[config.mk]
export PLATFORM = sky130hd
export DESIGN_NAME = sliding_window_median_time_core
export DESIGN_NICKNAME = d
export VERILOG_FILES = /design/src/design/swmt_pkg.sv /design/src/design/swmt_select.sv /design/src/design/sliding_window_median_time_core.sv
export SDC_FILE = /design/constraint.sdc
export NUM_CORES = 1
export LEC_CHECK = 0
export BUFFER_PORTS_ARGS = -buffer_cell sky130_fd_sc_hd__buf_2
export CAP_MARGIN = 25
export CORE_UTILIZATION = 55
export DETAILED_ROUTE_END_ITERATION = 10
export GPL_TIMING_DRIVEN = 0
export PLACE_DENSITY = 0.79
export SYNTH_ARGS = -nofsm -noshare
export SYNTH_HDL_FRONTEND = slang
export SYNTH_SLANG_ARGS = --single-unit
export TNS_END_PERCENT = 100
[constraint.sdc]
create_clock -name clk -period 11.8 [get_ports clk]
set_input_delay 1.18 -clock clk [delete_from_list [all_inputs] [get_ports clk]]
set_output_delay 1.18 -clock clk [all_outputs]
set_load 0.03 [all_outputs]
[src/design/swmt_pkg.sv]
// Package for the sliding-window median time core.
// Holds sizes, payload structs, the sequencer states and the select-unit control struct.
// No dependencies.
`default_nettype none

package swmt_pkg;

  // Window depth and field widths
  localparam int WINDOW_SIZE = 11;
  localparam int TIME_W      = 32;
  localparam int CNT_W       = 4;
  localparam int BIT_CNT_W   = $clog2(TIME_W);

  // Input item
  typedef struct packed {
    logic [TIME_W-1:0] block_time;
    logic              chain_start;
  } item_t;

  // Result item
  typedef struct packed {
    logic [TIME_W-1:0] median_time;
    logic [CNT_W-1:0]  window_count;
  } result_t;

  // Sequencer states
  typedef enum logic [1:0] {
    ST_IDLE,
    ST_SCAN,
    ST_DONE
  } state_t;

  // Control from the sequencer to the select unit
  typedef struct packed {
    logic load;  // start a new selection
    logic step;  // consume one bit column
  } sel_ctl_t;

endpackage

`default_nettype wire

[src/design/swmt_select.sv]
// Bit-serial rank select for the median core.
// Takes one bit column (MSB first) per step and builds the k-th smallest value.
// Depends on swmt_pkg.
`default_nettype none

module swmt_select
  import swmt_pkg::*;
(
  input  wire logic                    clk,
  input  wire logic                    rst,
  input  wire sel_ctl_t                ctl,
  input  wire logic [WINDOW_SIZE-1:0]  load_mask,
  input  wire logic [CNT_W-1:0]        load_rank,
  input  wire logic [WINDOW_SIZE-1:0]  col,
  output logic [TIME_W-1:0]            value
);

  logic [WINDOW_SIZE-1:0] cand;
  logic [WINDOW_SIZE-1:0] cand_next;
  logic [CNT_W-1:0]       rank;
  logic [CNT_W-1:0]       rank_next;
  logic [WINDOW_SIZE-1:0] zeros;
  logic [CNT_W-1:0]       num_zeros;
  logic                   bit_val;

  // Candidates holding a zero in this column
  always_comb begin
    zeros     = cand & ~col;
    num_zeros = CNT_W'($countones(zeros));
  end

  // Keep the half that contains the wanted rank
  always_comb begin
    if (num_zeros > rank) begin
      bit_val   = 1'b0;
      cand_next = zeros;
      rank_next = rank;
    end else begin
      bit_val   = 1'b1;
      cand_next = cand & col;
      rank_next = rank - num_zeros;
    end
  end

  // Candidate mask and remaining rank
  always_ff @(posedge clk) begin
    if (rst) begin
      cand <= '0;
      rank <= '0;
    end else if (ctl.load) begin
      cand <= load_mask;
      rank <= load_rank;
    end else if (ctl.step) begin
      cand <= cand_next;
      rank <= rank_next;
    end
  end

  // Result bits shift in MSB first
  always_ff @(posedge clk) begin
    if (ctl.step) begin
      value <= {value[TIME_W-2:0], bit_val};
    end
  end

endmodule

`default_nettype wire

[src/design/sliding_window_median_time_core.sv]
// Top level of the sliding-window median time core.
// Holds the timestamp window, the sequencer and the result register.
// Depends on swmt_pkg and swmt_select.
//
// Takes block timestamps in chain order and returns, for each one, the median
// of the last WINDOW_SIZE timestamps (fewer near the chain start), taking the
// upper middle element for an even count. chain_start empties the window
// before the insert. The insert happens at the transfer edge itself. After that
// edge the SCAN state steps once per bit of TIME_W while all window entries
// rotate through their MSB into the bit-serial rank select, then the DONE state
// loads the result register. The next item can be transferred only in IDLE,
// after the load, so the core does not take a new item while one is in flight.
// The window entries are circular shift registers; the bit loop over the
// 32-bit timestamps sets the scan length. The next item is taken as soon as the
// result is loaded, even if it has not yet been transferred out. A result still
// waiting to be transferred out holds off the next load and so stalls the input.
`default_nettype none

module sliding_window_median_time_core
  import swmt_pkg::*;
(
  input  wire logic    clk,
  input  wire logic    rst,
  input  wire logic    item_valid,
  output logic         item_ready,
  input  wire item_t   item,
  output logic         result_valid,
  input  wire logic    result_ready,
  output result_t      result
);

  state_t                 state;
  state_t                 state_next;
  logic [TIME_W-1:0]      win [WINDOW_SIZE];
  logic [WINDOW_SIZE-1:0] vmask;
  logic [WINDOW_SIZE-1:0] vmask_next;
  logic [CNT_W-1:0]       fill;
  logic [CNT_W-1:0]       fill_next;
  logic [BIT_CNT_W-1:0]   bit_cnt;
  logic [WINDOW_SIZE-1:0] col;
  logic [TIME_W-1:0]      sel_value;
  logic                   take;
  logic                   scan;
  logic                   out_load;
  logic                   last_bit;
  sel_ctl_t               sel_ctl;

  assign take     = item_valid && item_ready;
  assign last_bit = (bit_cnt == BIT_CNT_W'(TIME_W - 1));

  // Next state
  always_comb begin
    state_next = state;
    case (state)
      ST_IDLE: begin
        if (item_valid) state_next = ST_SCAN;
      end
      ST_SCAN: begin
        if (last_bit) state_next = ST_DONE;
      end
      ST_DONE: begin
        if (!result_valid || result_ready) state_next = ST_IDLE;
      end
      default: state_next = ST_IDLE;
    endcase
  end

  // Sequencer outputs
  always_comb begin
    item_ready = 1'b0;
    scan       = 1'b0;
    out_load   = 1'b0;
    case (state)
      ST_IDLE: item_ready = 1'b1;
      ST_SCAN: scan       = 1'b1;
      ST_DONE: out_load   = !result_valid || result_ready;
      default: ;
    endcase
  end

  always_ff @(posedge clk) begin
    if (rst) begin
      state <= ST_IDLE;
    end else begin
      state <= state_next;
    end
  end

  // Fill count and valid mask after inserting the new timestamp
  always_comb begin
    if (item.chain_start) begin
      vmask_next = WINDOW_SIZE'(1);
      fill_next  = CNT_W'(1);
    end else begin
      vmask_next = WINDOW_SIZE'({vmask, 1'b1});
      fill_next  = (fill == CNT_W'(WINDOW_SIZE)) ? fill : fill + CNT_W'(1);
    end
  end

  always_ff @(posedge clk) begin
    if (rst) begin
      vmask <= '0;
      fill  <= '0;
    end else if (take) begin
      vmask <= vmask_next;
      fill  <= fill_next;
    end
  end

  // Window: shift line on insert, every entry rotates one bit per scan cycle
  always_ff @(posedge clk) begin
    for (int i = 0; i < WINDOW_SIZE; i++) begin
      if (take) begin
        win[i] <= (i == 0) ? item.block_time : win[(i == 0) ? 0 : i - 1];
      end else if (scan) begin
        win[i] <= {win[i][TIME_W-2:0], win[i][TIME_W-1]};
      end
    end
  end

  // MSB column fed to the select unit
  always_comb begin
    for (int i = 0; i < WINDOW_SIZE; i++) begin
      col[i] = win[i][TIME_W-1];
    end
  end

  // Bit counter over the scan
  always_ff @(posedge clk) begin
    if (rst) begin
      bit_cnt <= '0;
    end else if (take) begin
      bit_cnt <= '0;
    end else if (scan) begin
      bit_cnt <= bit_cnt + BIT_CNT_W'(1);
    end
  end

  assign sel_ctl.load = take;
  assign sel_ctl.step = scan;

  swmt_select u_select (
    .clk       (clk),
    .rst       (rst),
    .ctl       (sel_ctl),
    .load_mask (vmask_next),
    .load_rank (fill_next >> 1),
    .col       (col),
    .value     (sel_value)
  );

  // Result register
  always_ff @(posedge clk) begin
    if (rst) begin
      result_valid <= 1'b0;
    end else if (out_load) begin
      result_valid <= 1'b1;
    end else if (result_ready) begin
      result_valid <= 1'b0;
    end
  end

  always_ff @(posedge clk) begin
    if (out_load) begin
      result.median_time  <= sel_value;
      result.window_count <= fill;
    end
  end

endmodule

`default_nettype wire
==> impl_metrics.yaml <==
status:
  outcome: "completed"
logic_synthesis:
  avgSynthCellArea_um2: 10.8
  synth_area_um2: 19400
  synth_area_leaders: "edfxtp_1 65%, nand2_1 21%, dfxtp_1 3.8%"
  seq_area_frac_synth_pct: 68.7
  async_reset_ff_share_pct: 0
  yosysMostFrequentCell: "nand2_1"
  synth-edff-count: 420
  yosys.area.top_type_share_pct: 64.9
  synth_commonest_cells: "1065 x nand2_1, 420 x edfxtp_1, 37 x dfxtp_1"
  yosysWarnings: 0
  yosys_register_bits: 457
  synth_cell_types: 44
  synthFlopType: "edfxtp_1"
  synth_nets: 1863
  synth_cells: 1804
  yosys.area.top_type: "edfxtp_1"
detailed_routing:
  ant_nets: 0
  drt_iter0_markers: 758
  wl_mm: 33.4
  dr.pass1.iters: 5
  wire_per_inst_um: 13.8
  drc_errors: 0
  via_per_inst: 5.00
  vias: 12100
timing:
  fin_tns_setup_ps: 0
  slew_headroom_pct: 35.8
  fin_crit_sh_pct: 40.8
  tightest_slew_ps: 961
  finClkSkew_ps: 24.7
  setup_slack_ps: 6980
  fmax_mhz: 208
  grt_setup_unrepaired: "no"
  finalSetupViolations: 0
  drv_slew: 0
  fin_crit_ps: 4820
  hold_viol: 0
place:
  place_ws_ps: 7020
  gp_congestion: 0.784
  dp_cells: 2335
  port_buffers: 74
  dpl.hpwl_mm: 22.5
setup_path:
  arrival_ps: 5110
  start_kind: "flop"
  criticalPathCategory: "flop to flop"
  endpoint_kind: "flop"
  path_max_fanout: 10
  crit_required_ps: 12100
cts:
  postCtsSetupRepairBufs: 0
  cts.path.max_buffers: 3
  cts_sinks: 457
  hold_buffers: 0
  numCtsBuffers: 46
  path_clk_slew_ps: 60
  cts_root_buf: "clkbuf_16"
  cts_resized: 0
  clk_latency_ps: 540
  tritoncts: "yes"
  h-tree-depth: 2
global_routing:
  grt_pass1_wl_mm: 56.0
  antenna_found_initial: 0
  grt.met1_usage_pct: 23.9
  gr-usage-all-layers_pct: 18.9
  grt_start_max_net_pins: 127
  grt_pass1_vias: 11800
  use_met2_pct: 34.2
  grt-busiest-layer: "met2"
  met3_usage_pct: 2.56
  grt-ovfl-total: 0
die:
  fp.dieArea_um2: 36100
  die_height_um: 190
  ios: 75
  die_width_um: 190
  row_count: 68
  start_util_pct: 56.1
  coreArea_um2: 34600
final_layout:
  seq_area_um2: 13400
  layout-drive-gt1-share_pct: 10.8
  area_growth_pct: 12.7
  layout.nets: 1987
  post_layout_nonfiller_instances: 2416
  fillers: 2618
  multi_input_area_um2: 5300
  n_antenna_cell: 0
flow_run:
  cap_violations: 0
pwr:
  power_per_cell_area_nw_per_um2: 182
  power_uw: 3990
  leakagePower_uw: 0.00940
  vdd_drop_max_v: 0.000124
worst_hold_path:
  hp-class: "flop to flop"
[metal layers]
metal | part of all wire, % | vias to the layer above
met5 | 0 | -
met2 | 51 | 235
met3 | 3.9 | 57
li1 | - | 6204
met1 | 43 | 5584
met4 | 1.7 | 0
[sequential cells by signal, summed over array words and instances, names as in the netlist]
| name | flops |
|---|---|
| bit_cnt | 5 |
| fill | 4 |
| result | 36 |
| result_valid | 1 |
| state | 2 |
| u_select.cand | 11 |
| u_select.rank | 4 |
| u_select.value | 32 |
| vmask | 10 |
| win | 352 |
[placed cells by master (no fill, tap or decap), types with 10 or more instances in the layout]
cell,n
nand2_1,1065
clkbuf_16,46
nor2_1,34
dfxtp_1,37
edfxtp_1,420
inv_1,21
clkbuf_1,42
nand4_1,10
nor2b_1,11
buf_2,92
a22oi_1,18
clkinv_1,12
buf_6,34
ha_1,15
[critical path: stages, from the launching register on]
cell and delay [ps]:
edfxtp_1 500, nor2b_1 160, ha_1 160, inv_1 60, fa_1 520, inv_1 60
fa_1 530, inv_1 60, fa_1 530, inv_1 40, ha_1 210, fa_1 500
inv_1 50, ha_1 360, a21o_1 190, a21oi_2 270, buf_2 310, inv_1 80
[worst paths after layout]
| path | end | slack (ps) | cells past startpoint | startpoint |
|---|---|---|---|---|
| worst max register to register | u_select.value[0]$_DFFE_PP_ | 6980 | 17 | win[0][31]$_DFFE_PP_ |
| worst min-delay path | result[35]$_DFFE_PP_ | 440 | 0 | u_select.value[31]$_DFFE_PP_ |
| worst min register to register | result[35]$_DFFE_PP_ | 440 | 0 | u_select.value[31]$_DFFE_PP_ |
| worst max-delay path | u_select.value[0]$_DFFE_PP_ | 6980 | 17 | win[0][31]$_DFFE_PP_ |
[power by group]
| group | switching, uW | internal (uW) |
|---|---|---|
| Combinational | 265 | 145 |
| Sequential | 113 | 2060 |
| Clock | 583 | 824 |
[final cells by class]
class | instances | area share [%]
buffer | 95 | 3.16
timing repair buffer | 76 | 1.94
tap | 455 | 2.60
sequential | 457 | 61.0
multi-input combinational | 1229 | 24.2
clock inverter | 27 | 1.23
clock buffer | 54 | 5.40
inverter | 23 | 0.440
[per-stage QoR]
stage	hold slack, ps	cell area (um^2)	util (%)
after floorplan	400	19400	-
after global placement	404	20400	58.8
after detailed placement	434	20400	59.0
after CTS	448	21900	63.2
after global routing	459	21900	63.2
final	436	21900	63.2
[cells by family (layout without fill, tap and decap cells)]
family	after synthesis	count (layout)	synth area share, %
simple gates	1142	1142	22.8
flops	457	457	68.7
buf+inv	118	275	4.01
compound gates	54	54	2.24
fa+ha+maj	22	22	1.69
xor+xnor	9	9	0.406
mux	2	2	0.116
Power figures use the tool's default switching activity.
